[config.mk]
export PLATFORM = sky130hd
export DESIGN_NAME = fraction_reduce_and_add
export DESIGN_NICKNAME = d
export VERILOG_FILES = /design/src/rtl/fra_pkg.sv /design/src/rtl/fraction_reduce_and_add.sv
export VERILOG_INCLUDE_DIRS = /design/src /design/src/rtl
export SDC_FILE = /design/constraint.sdc
export NUM_CORES = 1
export LEC_CHECK = 0
export BUFFER_PORTS_ARGS = -buffer_cell sky130_fd_sc_hd__buf_2
export CORE_ASPECT_RATIO = 2
export CORE_MARGIN = 1
export CORE_UTILIZATION = 40
export DETAILED_ROUTE_END_ITERATION = 16
export GPL_TIMING_DRIVEN = 1
export PLACE_DENSITY = 0.68
export SYNTH_ARGS = -nofsm -noshare
export SYNTH_HDL_FRONTEND = slang
export SYNTH_SLANG_ARGS = --single-unit
[constraint.sdc]
create_clock -name clk -period 9.3 [get_ports clk]
set_clock_uncertainty 0.2 [all_clocks]
set_input_delay 0.465 -clock clk [delete_from_list [all_inputs] [get_ports clk]]
set_output_delay 0.465 -clock clk [all_outputs]
set_load 0.02 [all_outputs]
[src/rtl/fraction_reduce_and_add_assert.svh]
// Assertion macros for the fraction unit. They sample on clk and are
// switched off while rst_n is low.
`ifndef FRACTION_REDUCE_AND_ADD_ASSERT_SVH
`define FRACTION_REDUCE_AND_ADD_ASSERT_SVH

// Same-cycle implication.
`define FRA_ASSERT_IMP(lbl, ante, cons, msg) \
  lbl: assert property (@(posedge clk) disable iff (!rst_n) (ante) |-> (cons)) \
    else $error(msg);

// Next-cycle implication.
`define FRA_ASSERT_NEXT(lbl, ante, cons, msg) \
  lbl: assert property (@(posedge clk) disable iff (!rst_n) (ante) |=> (cons)) \
    else $error(msg);

`endif

[src/rtl/fra_pkg.sv]
package fra_pkg;

  // Operand and result widths.
  localparam int OPERAND_WIDTH = 16;
  localparam int MAG_W         = OPERAND_WIDTH - 1;
  localparam int PROD_W        = 2 * MAG_W;
  localparam int NUM_W         = 31;
  localparam int DEN_W         = 30;

  // Item kinds.
  localparam logic KIND_MAKE = 1'b0;
  localparam logic KIND_ADD  = 1'b1;

  // One input request.
  typedef struct packed {
    logic                            kind;
    logic signed [OPERAND_WIDTH-1:0] left_numerator;
    logic signed [OPERAND_WIDTH-1:0] left_denominator;
    logic        [MAG_W-1:0]         right_numerator;
    logic        [MAG_W-1:0]         right_denominator;
  } in_t;

  // One result request.
  typedef struct packed {
    logic [NUM_W-1:0] result_numerator;
    logic [DEN_W-1:0] result_denominator;
    logic             is_empty;
  } out_t;

endpackage

[src/rtl/fraction_reduce_and_add.sv]
// Channel   Direction  Handshake              Payload
// in_       input      in_valid / in_ready    fra_pkg::in_t  (kind and two fractions)
// out_      output     out_valid / out_ready  fra_pkg::out_t (numerator, denominator, empty)
//
// A make request runs binary GCD steps and then two restoring divisions of 15 quotient bits,
// all through one shared compare and subtract unit. An add request passes S_MUL0 to S_MUL3
// on one shared 15 x 15 multiplier and then S_OUT to hand off. Empty results and a make
// request with a zero numerator go straight from idle to the output stage.
// in_ready is high only while the sequencer is idle; a finished result waits in the output
// register, so a new request is taken while out_ready is low.
// Reset is synchronous on rst_n low and clears the sequencer and out_valid.
`include "fraction_reduce_and_add_assert.svh"

module fraction_reduce_and_add (
  input  logic          clk,
  input  logic          rst_n,
  input  logic          in_valid,
  output logic          in_ready,
  input  fra_pkg::in_t  in_data,
  output logic          out_valid,
  input  logic          out_ready,
  output fra_pkg::out_t out_data
);

  localparam int OPW    = fra_pkg::OPERAND_WIDTH;
  localparam int MAG_W  = fra_pkg::MAG_W;
  localparam int PROD_W = fra_pkg::PROD_W;
  localparam int NUM_W  = fra_pkg::NUM_W;
  localparam int DEN_W  = fra_pkg::DEN_W;
  localparam int CNT_W  = $clog2(MAG_W);

  typedef enum logic [3:0] {
    S_IDLE,
    S_GCD,
    S_DIVN,
    S_DIVD,
    S_MUL0,
    S_MUL1,
    S_MUL2,
    S_MUL3,
    S_OUT
  } state_t;

  state_t              state_r, state_nxt;
  logic [MAG_W-1:0]    a_r, a_nxt;
  logic [MAG_W-1:0]    b_r, b_nxt;
  logic [MAG_W-1:0]    n_r, n_nxt;
  logic [MAG_W-1:0]    d_r, d_nxt;
  logic [MAG_W-1:0]    g_r, g_nxt;
  logic [MAG_W-1:0]    rem_r, rem_nxt;
  logic [MAG_W-1:0]    quo_r, quo_nxt;
  logic [CNT_W-1:0]    k_r, k_nxt;
  logic [CNT_W-1:0]    cnt_r, cnt_nxt;
  logic [PROD_W-1:0]   prod_r, prod_nxt;
  logic [NUM_W-1:0]    res_num_r, res_num_nxt;
  logic [DEN_W-1:0]    res_den_r, res_den_nxt;
  logic                res_empty_r, res_empty_nxt;
  logic                out_valid_r, out_valid_nxt;
  fra_pkg::out_t       out_data_r, out_data_nxt;

  // Shared compare and subtract unit.
  logic [MAG_W:0]      sub_x, sub_y;
  logic [MAG_W+1:0]    sub_diff;
  logic                sub_borrow;
  // Shared multiplier.
  logic [MAG_W-1:0]    mul_x, mul_y;
  logic [PROD_W-1:0]   mul_p;

  logic                a_ge_b;
  logic [MAG_W:0]      div_shift;
  logic [MAG_W-1:0]    div_quo;
  logic                ln_neg, ld_neg, ld_zero, ln_zero;
  logic                out_zero;

  assign sub_diff   = {1'b0, sub_x} - {1'b0, sub_y};
  assign sub_borrow = sub_diff[MAG_W+1];
  assign mul_p      = mul_x * mul_y;

  assign a_ge_b    = (a_r >= b_r);
  assign div_shift = {rem_r, quo_r[MAG_W-1]};
  assign div_quo   = {quo_r[MAG_W-2:0], ~sub_borrow};

  assign ln_neg  = in_data.left_numerator[OPW-1];
  assign ld_neg  = in_data.left_denominator[OPW-1];
  assign ln_zero = (in_data.left_numerator == '0);
  assign ld_zero = (in_data.left_denominator == '0);

  // Sequencer and datapath next values.
  always_comb begin
    state_nxt     = state_r;
    a_nxt         = a_r;
    b_nxt         = b_r;
    n_nxt         = n_r;
    d_nxt         = d_r;
    g_nxt         = g_r;
    rem_nxt       = rem_r;
    quo_nxt       = quo_r;
    k_nxt         = k_r;
    cnt_nxt       = cnt_r;
    prod_nxt      = prod_r;
    res_num_nxt   = res_num_r;
    res_den_nxt   = res_den_r;
    res_empty_nxt = res_empty_r;
    out_valid_nxt = out_valid_r && !out_ready;
    out_data_nxt  = out_data_r;
    sub_x         = '0;
    sub_y         = '0;
    mul_x         = '0;
    mul_y         = '0;

    unique case (state_r)
      S_IDLE: begin
        if (in_valid) begin
          a_nxt = in_data.left_numerator[MAG_W-1:0];
          b_nxt = in_data.left_denominator[MAG_W-1:0];
          k_nxt = '0;
          if (in_data.kind == fra_pkg::KIND_MAKE) begin
            n_nxt = in_data.left_numerator[MAG_W-1:0];
            d_nxt = in_data.left_denominator[MAG_W-1:0];
            if (ln_neg || ld_neg || ld_zero) begin
              res_num_nxt   = '0;
              res_den_nxt   = '0;
              res_empty_nxt = 1'b1;
              state_nxt     = S_OUT;
            end else if (ln_zero) begin
              // Zero numerator keeps its denominator as given.
              res_num_nxt   = '0;
              res_den_nxt   = DEN_W'(in_data.left_denominator[MAG_W-1:0]);
              res_empty_nxt = 1'b0;
              state_nxt     = S_OUT;
            end else begin
              state_nxt = S_GCD;
            end
          end else begin
            n_nxt = in_data.right_numerator;
            d_nxt = in_data.right_denominator;
            if (ln_neg || ld_neg || (ln_zero && ld_zero) ||
                (in_data.right_numerator == '0 && in_data.right_denominator == '0)) begin
              res_num_nxt   = '0;
              res_den_nxt   = '0;
              res_empty_nxt = 1'b1;
              state_nxt     = S_OUT;
            end else begin
              state_nxt = S_MUL0;
            end
          end
        end
      end

      // One binary GCD step per cycle; the common factor of two is counted in k.
      S_GCD: begin
        sub_x = a_ge_b ? {1'b0, a_r} : {1'b0, b_r};
        sub_y = a_ge_b ? {1'b0, b_r} : {1'b0, a_r};
        priority if (a_r == '0) begin
          g_nxt     = b_r << k_r;
          rem_nxt   = '0;
          quo_nxt   = n_r;
          cnt_nxt   = '0;
          state_nxt = S_DIVN;
        end else if (!a_r[0] && !b_r[0]) begin
          a_nxt = a_r >> 1;
          b_nxt = b_r >> 1;
          k_nxt = k_r + 1'b1;
        end else if (!a_r[0]) begin
          a_nxt = a_r >> 1;
        end else if (!b_r[0]) begin
          b_nxt = b_r >> 1;
        end else if (a_ge_b) begin
          a_nxt = sub_diff[MAG_W:1];
        end else begin
          b_nxt = sub_diff[MAG_W:1];
        end
      end

      // Restoring division by the divisor, one quotient bit per cycle.
      S_DIVN, S_DIVD: begin
        sub_x   = div_shift;
        sub_y   = {1'b0, g_r};
        rem_nxt = sub_borrow ? div_shift[MAG_W-1:0] : sub_diff[MAG_W-1:0];
        quo_nxt = div_quo;
        cnt_nxt = cnt_r + 1'b1;
        if (cnt_r == CNT_W'(MAG_W - 1)) begin
          if (state_r == S_DIVN) begin
            res_num_nxt = NUM_W'(div_quo);
            rem_nxt     = '0;
            quo_nxt     = d_r;
            cnt_nxt     = '0;
            state_nxt   = S_DIVD;
          end else begin
            res_den_nxt   = DEN_W'(div_quo);
            res_empty_nxt = 1'b0;
            state_nxt     = S_OUT;
          end
        end
      end

      // Cross products and denominator through the shared multiplier.
      S_MUL0: begin
        mul_x     = a_r;
        mul_y     = d_r;
        prod_nxt  = mul_p;
        state_nxt = S_MUL1;
      end
      S_MUL1: begin
        mul_x       = n_r;
        mul_y       = b_r;
        prod_nxt    = mul_p;
        res_num_nxt = NUM_W'(prod_r);
        state_nxt   = S_MUL2;
      end
      S_MUL2: begin
        mul_x       = b_r;
        mul_y       = d_r;
        prod_nxt    = mul_p;
        res_num_nxt = res_num_r + NUM_W'(prod_r);
        state_nxt   = S_MUL3;
      end
      S_MUL3: begin
        res_den_nxt   = DEN_W'(prod_r);
        res_empty_nxt = 1'b0;
        state_nxt     = S_OUT;
      end

      // Hand the result to the output register once it is free.
      S_OUT: begin
        if (!out_valid_r || out_ready) begin
          out_data_nxt.result_numerator   = res_num_r;
          out_data_nxt.result_denominator = res_den_r;
          out_data_nxt.is_empty           = res_empty_r;
          out_valid_nxt                   = 1'b1;
          state_nxt                       = S_IDLE;
        end
      end

      default: begin
        state_nxt = S_IDLE;
      end
    endcase
  end

  // State, datapath and output registers.
  always_ff @(posedge clk) begin
    if (!rst_n) begin
      state_r     <= S_IDLE;
      out_valid_r <= 1'b0;
    end else begin
      state_r     <= state_nxt;
      out_valid_r <= out_valid_nxt;
    end
    a_r         <= a_nxt;
    b_r         <= b_nxt;
    n_r         <= n_nxt;
    d_r         <= d_nxt;
    g_r         <= g_nxt;
    rem_r       <= rem_nxt;
    quo_r       <= quo_nxt;
    k_r         <= k_nxt;
    cnt_r       <= cnt_nxt;
    prod_r      <= prod_nxt;
    res_num_r   <= res_num_nxt;
    res_den_r   <= res_den_nxt;
    res_empty_r <= res_empty_nxt;
    out_data_r  <= out_data_nxt;
  end

  assign in_ready  = (state_r == S_IDLE);
  assign out_valid = out_valid_r;
  assign out_data  = out_data_r;

  assign out_zero = (out_data.result_numerator == '0) && (out_data.result_denominator == '0);

  // An empty result carries zero in both fields.
  `FRA_ASSERT_IMP(a_empty_zero, out_valid && out_data.is_empty, out_zero, "empty not 0/0")
  // The GCD loop never runs with a zero second operand.
  `FRA_ASSERT_IMP(a_gcd_b_nonzero, state_r == S_GCD, b_r != '0, "GCD operand b reached zero")
  // An accepted request keeps the unit busy in the next cycle.
  `FRA_ASSERT_NEXT(a_busy_after_accept, in_valid && in_ready, !in_ready, "ready after accept")

endmodule

-- Yosys cells after proc, flatten, opt, wreduce, memory -nomap -nowiden
Index checks and enable logic that the tools add are counted.
- shift operators: 1
- bitwise logic cells: 1
- order comparisons: 1
- $add $sub $neg: 4
- reduce and logical (&&, ||, !) cells: 38
- equality and inequality tests: 23
- multipliers: 1
- mux-type cells: 75
- operators by type and width (kind ; number):
    $mux 15 ; 23
    $mux 31 ; 7
    $mux 30 ; 7
    $pmux 15 s2 ; 6
    $pmux 31 s4 ; 1
    $pmux 30 s3 ; 1
    $mux 4 ; 15
    $logic_not 15->1 ; 3
    $pmux 15 s3 ; 1
    $logic_not 16->1 ; 2
    $pmux 16 s2 ; 1
    $pmux 4 s8 ; 1
    $add 31x30->31 ; 1
    $mul 15x15->30 ; 1
    $sub 16x16->17 ; 1
    $eq 4x3->1 const B ; 4
    $ne 2x2->1 const B ; 8
    $pmux 4 s2 ; 2
    $ge 15x15->1 ; 1
    $shl 15x4->15 ; 1
    $ne 4x4->1 const B ; 3
    $reduce_and 4->1 ; 3
    $reduce_and 6->1 ; 2
    $reduce_and 5->1 ; 2
    other kinds (21) ; 47
- word-level logic and storage cells: 164
- output and inout port bits: 64
- flip-flop bits (word level): 272

-- Longest topological paths before layout
- depth after elaboration: 10
- depth in mapped cells: 30

-- Least setup slack after synthesis
Ideal clock, no wire load.
- path kind: flip-flop to flip-flop
- from: reg state_r[0]
- to: reg prod_r[22], data pin
- cell stages (with the launch flop): 29
- arrival: 6.652 ns
- data required time: 8.836 ns
- slack: 2.184 ns
- period minus slack after synthesis: 7.116 ns
- buffers on the path: 4
- path through: dfxtp_1 buf_2 nor2b_1 clkbuf_1 and2_1 clkbuf_1 a22oi_1 clkbuf_1 nor2_1 fa_1 inv_1 fa_1 inv_1 fa_1 inv_1 fa_1 inv_1 fa_1 inv_1 fa_1 inv_1 ha_1 and4_1 o21a_1 a221o_1 a221o_1 a21o_1 a21oi_2 xnor2_1
- longest elaborated chain between the ends: 4
- ends and longest elaborated chain (element ; RTL line ; RTL):
    from (decl) ; fraction_reduce_and_add.sv:44 ; state_t state_r, state_nxt;
    from (signal assigned) ; fraction_reduce_and_add.sv:247 ; state_r <= state_nxt;
    $eq 4x3->1 ; fraction_reduce_and_add.sv:111 ; unique case (state_r)
    $reduce_or 2->1 (no source line) ; n/a ;
    $pmux 15 s2 ; fraction_reduce_and_add.sv:111 ;
    $mul 15x15->30 * ; fraction_reduce_and_add.sv:77 ; assign mul_p = mul_x * mul_y;
    net mul_p[22] ; fraction_reduce_and_add.sv:67 ; logic [PROD_W-1:0] mul_p;
    to (signal assigned) ; fraction_reduce_and_add.sv:259 ; prod_r <= prod_nxt;
    to (decl) ; fraction_reduce_and_add.sv:54 ; logic [PROD_W-1:0] prod_r, prod_nxt;
Mark *: on every way through the listed nets, which the timed path passes. The rest lies on a longest branch.
A chain may end at the register's enable or synchronous reset.

-- Worst setup path in the final report
- from: reg state_r[2]
- to: reg prod_r[28], data pin
The elaborated chain is that of the path after synthesis.

==> flow_metrics.py <==
metrics = {
    "place": {
        "post-place-ws_ps": 1230,
        "port_buffers": 130,
        "gp_congestion": 1.07,
        "dp_cells": 3122,
        "place_area_um2": 24500,
        "detailed_place_hpwl_um": 61500,
    },
    "final_layout": {
        "final_cell_mix": "edfxtp_1, nor2_1, inv_1",
        "final_design_instance_area_without_fill_um2": 25600,
        "final_util_pct": 44.8,
        "final_common_cell": "edfxtp_1",
        "drive_above_1_share_pct": 12.3,
        "finalNonFillerCells": 3178,
        "area_delta_synth_final_pct": 10.5,
        "n_antenna_cell": 0,
        "final_net_count": 2797,
    },
    "sta": {
        "final.period_utilization_pct": 88.9,
        "max_slew.worst_pin.slew_ps": 1260,
        "setup_slack_ps": 1030,
        "achievable-frequency_mhz": 121,
        "fin_hold_ws_ps": 21.7,
        "period_minus_slack_ps": 8270,
        "slew_headroom_pct": 16.3,
        "finalHoldViolCount": 0,
        "slew_violations": 0,
        "rsz0062_at_grt": "false",
        "setup_tns_ps": 0,
        "final-setup-viol-count": 0,
    },
    "clock_tree": {
        "cts_max_level": 1,
        "clock_insertion_delay_worst_skew_ps": 580,
        "post-cts-setup-buffers": 0,
        "clk_transition_reported_paths_ps": 70,
        "tritoncts.num_buffers": 27,
        "ctsResizeCount": 0,
        "cts_num_sinks": 272,
        "ctsRootBufferMaster": "clkbuf_16",
        "clockBufferDepth": 3,
        "post_cts_hold_buffer_count": 6,
        "cts_tree": "done",
    },
    "logic_synthesis": {
        "count_of_flip_flops_with_a_built_in_enable_after_synthesis": 267,
        "synth.top_cells.by_area": "edfxtp_1, fa_1, ha_1, nor2_1, inv_1",
        "netlist.area_leader.share_pct": 34.7,
        "post_synth_adder_cell_area_pct": 23.3,
        "synth.largest_area_cell": "edfxtp_1",
        "share_of_the_synthesized_area_in_compound_gates_ao_oa_aoi_oai_pct": 14.0,
        "synthArstFlopShare_pct": 0,
        "ys_seq_area_share_pct": 35.1,
        "yosys.area_share.simple_pct": 14.0,
        "synth_top_flop_cell": "edfxtp_1",
        "synth.area.mux_share_pct": 5.06,
        "synth_top_family_by_area": "adder cells",
        "yosys.area_share.xor_xnor_pct": 2.35,
        "postSynthCellCount": 2329,
        "yosys_warns": 0,
        "avgSynthCellArea_um2": 9.93,
        "yosys_register_bits": 272,
        "synth_cell_types": 85,
        "synth_fp_nets": 2725,
        "mapped_area_um2": 23100,
    },
    "worst_setup_path": {
        "worst-path-max-fanout": 36,
        "worstRegToRegCells": 25,
        "ff2ff_setup_slack_ps": 1030,
        "cp_peak_stage_delay_ps": 1030,
        "timing.critical_path.from_type": "register",
        "worst_setup_path_end_kind": "register",
        "timing.critical_path.arrival_ps": 8380,
        "timing.critical_path.required_ps": 9410,
        "reg2reg_from": "state_r[2]$_SDFFE_PN0P_",
        "worst_reg2reg_endpoint": "prod_r[28]$_DFFE_PN_",
        "cp_slowest_cell": "a22oi_1",
        "timing.setup.critical_path_class": "register to register",
    },
    "routing": {
        "drtAntennaViolNets": 0,
        "firstDrtPassIters": 6,
        "postRouteWirelength_um": 77900,
        "routed_wire_length_per_instance_um": 24.5,
        "via_count": 18800,
        "vias_per_cell": 5.91,
        "detail_route.drc_violations": 0,
        "drt_iter0_drc": 1662,
    },
    "floorplanning": {
        "floorplan.die.height_um": 342,
        "coreArea_um2": 57100,
        "core.rowCount": 124,
        "chipWidth_um": 172,
        "design.die.area_um2": 58900,
        "io-pin-count": 131,
        "initial_utilization_pct": 40.5,
    },
    "grt": {
        "gr-usage-all-layers_pct": 26.9,
        "grt_overflow": 0,
        "grt_pass1_wl_um": 116000,
        "grt_antenna_before_repair": 1,
        "grt_start_max_net_pins": 63,
        "first_global_vias": 19700,
    },
    "hold_path": {
        "whs_endpoint": "d_r[11]$_DFFE_PP_",
        "tightest_hold_check_type": "primary input to register",
        "hold_path_depth": 2,
        "hold_path_startpoint": "in_data[11]",
    },
    "power_and_ir_drop": {
        "power-per-cell-area_nw_per_um2": 167,
        "p_leak_nw": 10.8,
        "vdd_drop_max_mv": 0.146,
        "power.total_mw": 4.26,
    },
    "flow_run": {
        "max-cap-violations": 0,
    },
    "outcome": {
        "result_of_the_run": "complete, no violations",
    },
}
-- Yosys cell counts, drive strengths merged, types with 18 or more instances --
cell type and count:
edfxtp 267, nor2 237, inv 236, nand2 235, fa 169, ha 160
o21ai 139, a21oi 93, clkbuf 81, mux2i 63, buf 47, mux2 44
a21o 42, xnor2 41, a22oi 40, nand3 40, and2 37, nand2b 35
nor4 24, a211oi 22, xor2 21, nor3 20, nand4 19, a31oi 18
-- per-layer routing --
layer  vias up  global-route usage (%)  share of wire, %
met4         2                    22.7               9.8
li1       8313                       -                 -
met3       358                    3.72               6.3
met5         -                       0             0.017
met2       941                    49.2                52
met1      9157                    26.0                32
-- area by class of cell --
type	count	area [um^2]
flip-flops and latches	272	8120
well taps	756	946
fillers	5536	31500
repair buffers	171	973
inverters	237	890
clock inverters	17	269
clock buffers	33	718
multi-input cells	1692	13600
-- critical path: cells and delay by family (launching register included) --
| family | cells | cell delay, ps |
|---|---|---|
| AO/OA/AOI/OAI | 6 | 2320 |
| XOR/XNOR | 1 | 120 |
| adder cells (fa/ha/maj) | 7 | 3370 |
| buffers and inverters | 7 | 560 |
| flip-flops | 1 | 390 |
| AND/OR/NAND/NOR | 4 | 1010 |
-- registers in the layout (all words and copies together), names as in the netlist, 15 cells and up --
register / count
rem_r: 15
prod_r: 30
out_data: 62
res_den_r: 30
d_r: 15
g_r: 15
a_r: 15
res_num_r: 31
quo_r: 15
b_r: 15
n_r: 15
-- power by group --
| part | leakage [nW] | internal, mW | total (mW) | switching, mW |
|---|---|---|---|---|
| Clock | 0.482 | 0.724 | 1.23 | 0.506 |
| Combinational | 7.81 | 0.454 | 1.32 | 0.866 |
| Sequential | 2.51 | 1.55 | 1.71 | 0.158 |
-- how the worst max path moves through the flow --
stage	from	endpoint	slack (ps)	cells after the start
final	state_r[2]$_SDFFE_PN0P_	prod_r[28]$_DFFE_PN_	1030	25
after global routing	state_r[2]$_SDFFE_PN0P_	prod_r[28]$_DFFE_PN_	800	25
after CTS	state_r[2]$_SDFFE_PN0P_	prod_r[28]$_DFFE_PN_	1220	25
after detailed placement	state_r[2]$_SDFFE_PN0P_	prod_r[28]$_DFFE_PN_	1230	25
after global placement	state_r[2]$_SDFFE_PN0P_	prod_r[28]$_DFFE_PN_	1390	25
after floorplan	state_r[0]$_SDFFE_PN0P_	prod_r[22]$_DFFE_PN_	2180	28
-- cell families (layout without fill, tap and decap cells) --
| group | after synthesis | count (layout) |
|---|---|---|
| mux | 109 | 109 |
| buf+inv | 365 | 458 |
| xor+xnor | 62 | 62 |
| fa+ha+maj | 329 | 329 |
| simple gates | 711 | 711 |
| compound gates | 481 | 481 |
| flops | 272 | 272 |
Note: power is estimated with default switching activity, not from simulation.
